[src/sv/rfa_pkg.sv]
`default_nettype none
package rfa_pkg;
	localparam int COORD_W = 32;
	localparam int RAD_W   = 24;
	localparam int ACC_W   = 48;
	localparam int SQ_W    = 2 * RAD_W;
	localparam int SSUM_W  = SQ_W + 2;
	localparam int Q_DEPTH = 4;
	localparam int ADDR_W  = 3;

	localparam logic [RAD_W-1:0] RAD_RESET = 24'd131072;
	localparam logic             CMD_START = 1'b0;
	localparam logic [0:0]       REG_RADIUS = 1'b0;

	typedef enum logic [1:0] {
		OP_START,
		OP_SKIP,
		OP_HIT
	} op_t;

	// one queued word: what the back end has to do with it
	typedef struct packed {
		op_t                       op;
		logic                      last;
		logic [2:0]                neg;
		logic [2:0][RAD_W-1:0]     mag;
	} job_t;
endpackage
`default_nettype wire

[src/sv/rfa_queue.sv]
`default_nettype none
module rfa_queue import rfa_pkg::*; (
	input  wire logic clk,
	input  wire logic arst_n,
	input  wire logic push,
	input  job_t      wdata,
	output logic      full,
	input  wire logic pop,
	output job_t      rdata,
	output logic      empty
);
	localparam int PW = $clog2(Q_DEPTH);

	job_t          mem_q [Q_DEPTH];
	logic [PW-1:0] wp_q, rp_q;
	logic [PW:0]   cnt_q;

	assign full  = cnt_q == (PW + 1)'(Q_DEPTH);
	assign empty = cnt_q == '0;
	assign rdata = mem_q[rp_q];

	always_ff @(posedge clk) begin
		if (push) mem_q[wp_q] <= wdata;
	end

	always_ff @(posedge clk or negedge arst_n) begin
		if (!arst_n) begin
			wp_q  <= '0;
			rp_q  <= '0;
			cnt_q <= '0;
		end else begin
			if (push) wp_q <= wp_q + 1'b1;
			if (pop)  rp_q <= rp_q + 1'b1;
			cnt_q <= cnt_q + (PW + 1)'(push) - (PW + 1)'(pop);
		end
	end
endmodule
`default_nettype wire

[config.mk]
export PLATFORM = sky130hd
export DESIGN_NAME = rfa_queue
export DESIGN_NICKNAME = d
export VERILOG_FILES = /design/src/sv/rfa_pkg.sv /design/src/sv/rfa_queue.sv
export SDC_FILE = /design/constraint.sdc
export NUM_CORES = 1
export LEC_CHECK = 0
export ABC_AREA = 1
export BUFFER_PORTS_ARGS = -buffer_cell sky130_fd_sc_hd__buf_4
export CORE_MARGIN = 8
export CORE_UTILIZATION = 60
export DETAILED_ROUTE_END_ITERATION = 10
export PLACE_DENSITY = 0.82
export SLEW_MARGIN = 0
export SYNTH_ARGS = -nofsm -noshare
export SYNTH_HDL_FRONTEND = slang
export SYNTH_SLANG_ARGS = --single-unit
[constraint.sdc]
create_clock -name clk -period 5.4 [get_ports clk]
set_clock_uncertainty 0.1 [all_clocks]
set_input_delay 0.54 -clock clk [delete_from_list [all_inputs] [get_ports clk]]
set_output_delay 0.54 -clock clk [all_outputs]
set_load 0.1 [all_outputs]
==> results.cfg, run 1 <==
[sta]
maxSlewViolCount = 0
fin_crit_sh_pct = 70.6
slew_headroom_pct = 23.8
rsz0062_at_grt = false
max_freq_mhz = 262
fin_crit_ns = 3.81
finalHoldViolCount = 0
fin_tns_setup_ns = 0
tightestPinTransition_ns = 1.14
setup_viol_count_final = 0
fin_ws_ns = 1.59

[worst_setup_path]
critPathCaptureType = primary output
rrSetupSlack_ns = 2.77
cp.required_ns = 4.76
worst_r2r_path_depth = 5
crit_type = reg2out
start_kind = flop
critPathArrivalTime_ns = 3.17
cp_max_fo = 106
r2r_start = wp_q[0]$_DFFE_PN0P_
reg2reg_to = mem_q[2][13]$_DFFE_PP_

[yosys]
synth_top_family_by_area = simple AND/OR/NAND/NOR gates
avgSynthCellArea_um2 = 10.7
ys_warn_count = 0
synthXorXnorAreaFrac_pct = 0.193
syn_nets = 1358
synth-seq-cells = 319
synthSimpleGateAreaFrac_pct = 16.9
synth_fa_ha_area_share_pct = 0.700
synthCells = 1269
synth.distinct_cells = 17
synth-compound-area-share_pct = 0.0369
synthDominantCellAreaShare_pct = 69.0
seq_area_frac_synth_pct = 70.3
syn_area_mm2 = 0.0136
synth_top_area_cell = edfxtp_1
synth_area_leaders = edfxtp_1 69%, nand2_1 11%, inv_1 9.0%
muxShareOfSynthArea_pct = 0

[place]
dpl.hpwl_um = 16200
place_area_mm2 = 0.0148
port_buffers = 161
place_congestion = 0.705
pre_cts_slack_ns = 2.13

[grt]
grt_pass1_vias = 9065
grt_max_degree = 107
grt_use_met3_pct = 4.89
grt_usage_pct = 20.0
grt.overflow.total = 0
grt_busiest_layer = met2
grt_pass1_wl_um = 44400
use_met2_pct = 36.0
met1_usage_pct = 22.9
antenna_found_initial = 1

[floorplan]
die_area_mm2 = 0.0277
die_w_um = 166
dieHeight_um = 166
rows = 55
initial_core_util_pct = 60.5
io_pins = 162
core_area_mm2 = 0.0224

[finish]
final_common_cell = nand2_1
nets = 1511
final_area_mm2 = 0.0159
syn_to_final_growth_pct = 17.3
post-route-util_pct = 71.0
final_cell_mix = 401 x nand2_1, 320 x inv_1, 312 x edfxtp_1
drive_above_1_share_pct = 15.1

[clock_network]
root_buffer = clkbuf_16
cts.reportedPaths.clkPinSlew_ns = 0.06
tritoncts = built
clock_latency_ns = 0.49
post_cts_buffers = 0
cts_made_buffers = 34
clockBufferDepth = 3
htreeDepth = 2
cts-resized-gates = 0
clock_sinks = 319
ctsHoldBuffers = 1

[min_path]
worstHoldStart = wdata[51]
holdPathEnd = mem_q[2][51]$_DFFE_PP_
whs_path_depth = 1
hp-class = in2reg

[detailed_routing]
first_pass_iters = 6
wl_per_cell_um = 16.2
drtAntennaViolNets = 0
viasPerCell = 5.07
drt_iter0_drc = 636
vias = 8778
routed_wl_um = 28200
drc = 0

[run_status]
status = finished clean

[job]
maxCapViolCount = 0
metal layers:
metal,wire length (um),share of wire (%)
met1,10800,38
met3,2220,7.9
met2,14500,52
met5,0,0
met4,627,2.2
cells in the mapped netlist (all sizes together):
cell / number
clkbuf: 10
xor2: 3
o21ai: 1
nand2: 401
buf: 43
fa: 1
ha: 6
edfxtp: 312
inv: 326
nand3: 157
nor3: 2
dfrtp: 7
metrics by stage:
stage               std cells  hold WS (ns)
global placement         1670         0.263
global route             1733         0.115
detailed placement       1670         0.266
finish                   1733         0.131
CTS                      1732         0.115
floorplan                1269         0.144
logic make-up (layout without fill, tap and decap cells):
kind of cell             after synthesis  after routing
XOR/XNOR                               3              3
AND/OR/NAND/NOR                      560            560
buffers and inverters                379            557
flip-flops                           319            319
other                                  0              1
adder cells (fa/ha/maj)                7              7
AO/OA/AOI/OAI                          1              1
worst max-delay path by stage:
stage,startpoint,end,slack [ns],cells after the start
after detailed placement,rp_q[0]$_DFFE_PN0P_,rdata[1],2.13,6
after global routing,rp_q[0]$_DFFE_PN0P_,rdata[1],1.35,6
after CTS,rp_q[0]$_DFFE_PN0P_,rdata[1],1.57,6
after floorplan,cnt_q[1]$_DFF_PN0_,empty,2.29,1
final,rp_q[0]$_DFFE_PN0P_,rdata[1],1.59,6
after global placement,rp_q[0]$_DFFE_PN0P_,rdata[1],2.20,6
registers in the layout (all words and copies together) (netlist names):
signal / flops
wp_q: 2
cnt_q: 3
mem_q: 312
rp_q: 2
layout make-up:
cell class / instances / area, um2
Multi-Input combinational cell: 571 / 2430
Sequential cell: 319 / 9550
Tap cell: 285 / 357
Antenna cell: 1 / 2.50
Timing Repair Buffer: 170 / 1280
Clock inverter: 13 / 111
Fill cell: 1487 / 6500
Inverter: 326 / 1230
Clock buffer: 48 / 967
critical path, stage by stage, from the launching register on:
cell     delay (ns)
dfrtp_4        0.75
inv_4          0.90
buf_4          0.44
nand2_1        0.11
nand3_1        0.08
nand2_1        0.09
buf_4          0.24
Power of run 1 is not shown: default switching activity piles up to over one toggle a cycle in this logic, so the estimate is an artifact.
==> inputs of run 2 (changes only) <==
--- a/config.mk
+++ b/config.mk
@@ -8,9 +8,9 @@
 export ABC_AREA = 1
 export BUFFER_PORTS_ARGS = -buffer_cell sky130_fd_sc_hd__buf_4
 export CORE_MARGIN = 8
-export CORE_UTILIZATION = 60
+export CORE_UTILIZATION = 58
 export DETAILED_ROUTE_END_ITERATION = 10
-export PLACE_DENSITY = 0.82
+export PLACE_DENSITY = 0.79
 export SLEW_MARGIN = 0
 export SYNTH_ARGS = -nofsm -noshare
 export SYNTH_HDL_FRONTEND = slang
==> constraint.sdc (replaced) <==
create_clock -name clk -period 4 [get_ports clk]
set_clock_uncertainty 0.1 [all_clocks]
set_input_delay 0.4 -clock clk [delete_from_list [all_inputs] [get_ports clk]]
set_output_delay 0.4 -clock clk [all_outputs]
set_load 0.1 [all_outputs]
==> run 2 against run 1 <==
  * Cell count grew 6.6%
  * Final area up 5.3%
  * First-iteration DRC count fell by 2.5%
  * Via count increased by 2.4%
  * Sequential share of layout area decreased by 3.0 points
  * Worst setup slack got worse by 0.99 ns
  * Clock-buffer cell count down 14
  * Critical path depth did not move
  * Worst hold slack got worse by 0.037 ns
  * Wire length rose by 1.3%
  * Core utilization increased by 1.1 points
  * Register-to-register slack lost 1.2 ns
  * Highest routed layer unchanged
==> results.cfg, run 2 (synthesis gave the netlist of run 1 again) <==
[sta]
setup_viol_count_final = 0
fin_crit_sh_pct = 84.9
finalHoldViolCount = 0
maxSlewViolCount = 0
whs_ns = 0.0945
rsz0062_at_grt = false
fin_tns_setup_ns = 0
slew_headroom_pct = 40.4
fin_crit_ns = 3.40
tightestPinTransition_ns = 0.894
fin_ws_ns = 0.603
max_freq_mhz = 294

[grt]
grt_max_degree = 71
antenna_found_initial = 1
grt_usage_pct = 19.7
grt_pass1_vias = 9032
grt_pass1_wl_um = 44800
grt.overflow.total = 0

[finish]
regArea_mm2 = 0.00955
nFillCells = 1572
nets = 1592
post-route-util_pct = 72.1
drive_above_1_share_pct = 14.8
final_cell_mix = 401 x nand2_1, 320 x inv_1, 312 x edfxtp_1
largest_registers = mem_q x312, cnt_q x3
largest_register_ffs = 312
multi_input_comb_area_mm2 = 0.00243
syn_to_final_growth_pct = 23.5
final_common_cell = nand2_1
top_register = mem_q

[detailed_routing]
viasPerCell = 4.87
drc = 0
first_pass_iters = 7
wl_per_cell_um = 15.4
routed_wl_um = 28500
vias = 8986
drt_iter0_drc = 620
drtAntennaViolNets = 0

[place]
pre_cts_slack_ns = 1.25
place_congestion = 0.755
port_buffers = 161
dpl.hpwl_um = 16500

[clock_network]
clock_sinks = 319
ctsHoldBuffers = 81
cts-resized-gates = 0
post_cts_buffers = 0
htreeDepth = 1
cts_made_buffers = 31
clockBufferDepth = 3
tritoncts = built
clock_latency_ns = 0.55
root_buffer = clkbuf_16
cts.reportedPaths.clkPinSlew_ns = 0.06

[floorplan]
rows = 56
initial_core_util_pct = 58.4
core_area_mm2 = 0.0233
die_w_um = 169
io_pins = 162
die_area_mm2 = 0.0286
dieHeight_um = 169

[run_status]
status = finished clean

[worst_setup_path]
crit_type = reg2out
start_kind = flop
cp.required_ns = 3.50
critPathArrivalTime_ns = 2.90
cp_max_fo = 62
critPathCaptureType = primary output

[min_path]
hp-class = in2async

[job]
maxCapViolCount = 0
[run 2: changes by cell type in the layout (fill, tap and decap cells not counted)]
cell           delta
dlygate4sd3_1    +80
clkbuf_1          -8
clkbuf_16         -6
clkinv_2          +5
buf_12            +4
clkinvlp_4        +3
bufinv_16         +2
diode_2           +1
inv_6             -1
[run 2: area by class of cell]
type	instances	area share, %
well taps	319	2.38
diodes	2	0.0298
flip-flops and latches	319	56.9
repair buffers	254	12.9
multi-input cells	571	14.5
clock buffers	34	4.69
clock inverters	22	1.25
inverters	326	7.35
[run 2: per-stage QoR]
step | instance area, um2 | std cells
final | 16800 | 1847
after global routing | 16800 | 1846
after CTS | 16800 | 1845
after detailed placement | 15000 | 1708
after global placement | 15000 | 1708
after floorplan | 13600 | 1269
[run 2: path summary, 6_finish.rpt]
kind	from	end	slack (ns)	cells past startpoint
min in group clk	wp_q[0]$_DFFE_PN0P_	wp_q[0]$_DFFE_PN0P_	0.44	1
max	rp_q[0]$_DFFE_PN0P_	rdata[17]	0.60	6
min reg2reg	wp_q[0]$_DFFE_PN0P_	wp_q[0]$_DFFE_PN0P_	0.44	1
max reg2reg	wp_q[0]$_DFFE_PN0P_	mem_q[1][25]$_DFFE_PP_	1.60	4
min	arst_n	cnt_q[0]$_DFF_PN0_	0.09	2
max in group asynchronous	arst_n	rp_q[1]$_DFFE_PN0P_	3.55	2
[run 2: critical path, stage by stage, from the launching register on]
cell and delay [ns]:
dfrtp_4 0.72, inv_4 0.59, buf_4 0.44, nand2_1 0.12
nand3_1 0.10, nand2_1 0.08, buf_4 0.23
[run 2: metal layers]
metal | GRT usage [%] | wire length, um | vias up
met5 | 0 | 0 | -
met2 | 34.2 | 14400 | 289
met1 | 23.9 | 11600 | 4238
met4 | 7.16 | 645 | 0
met3 | 4.29 | 1960 | 49
li1 | - | - | 4410
Power of run 2 is left out for the same reason.
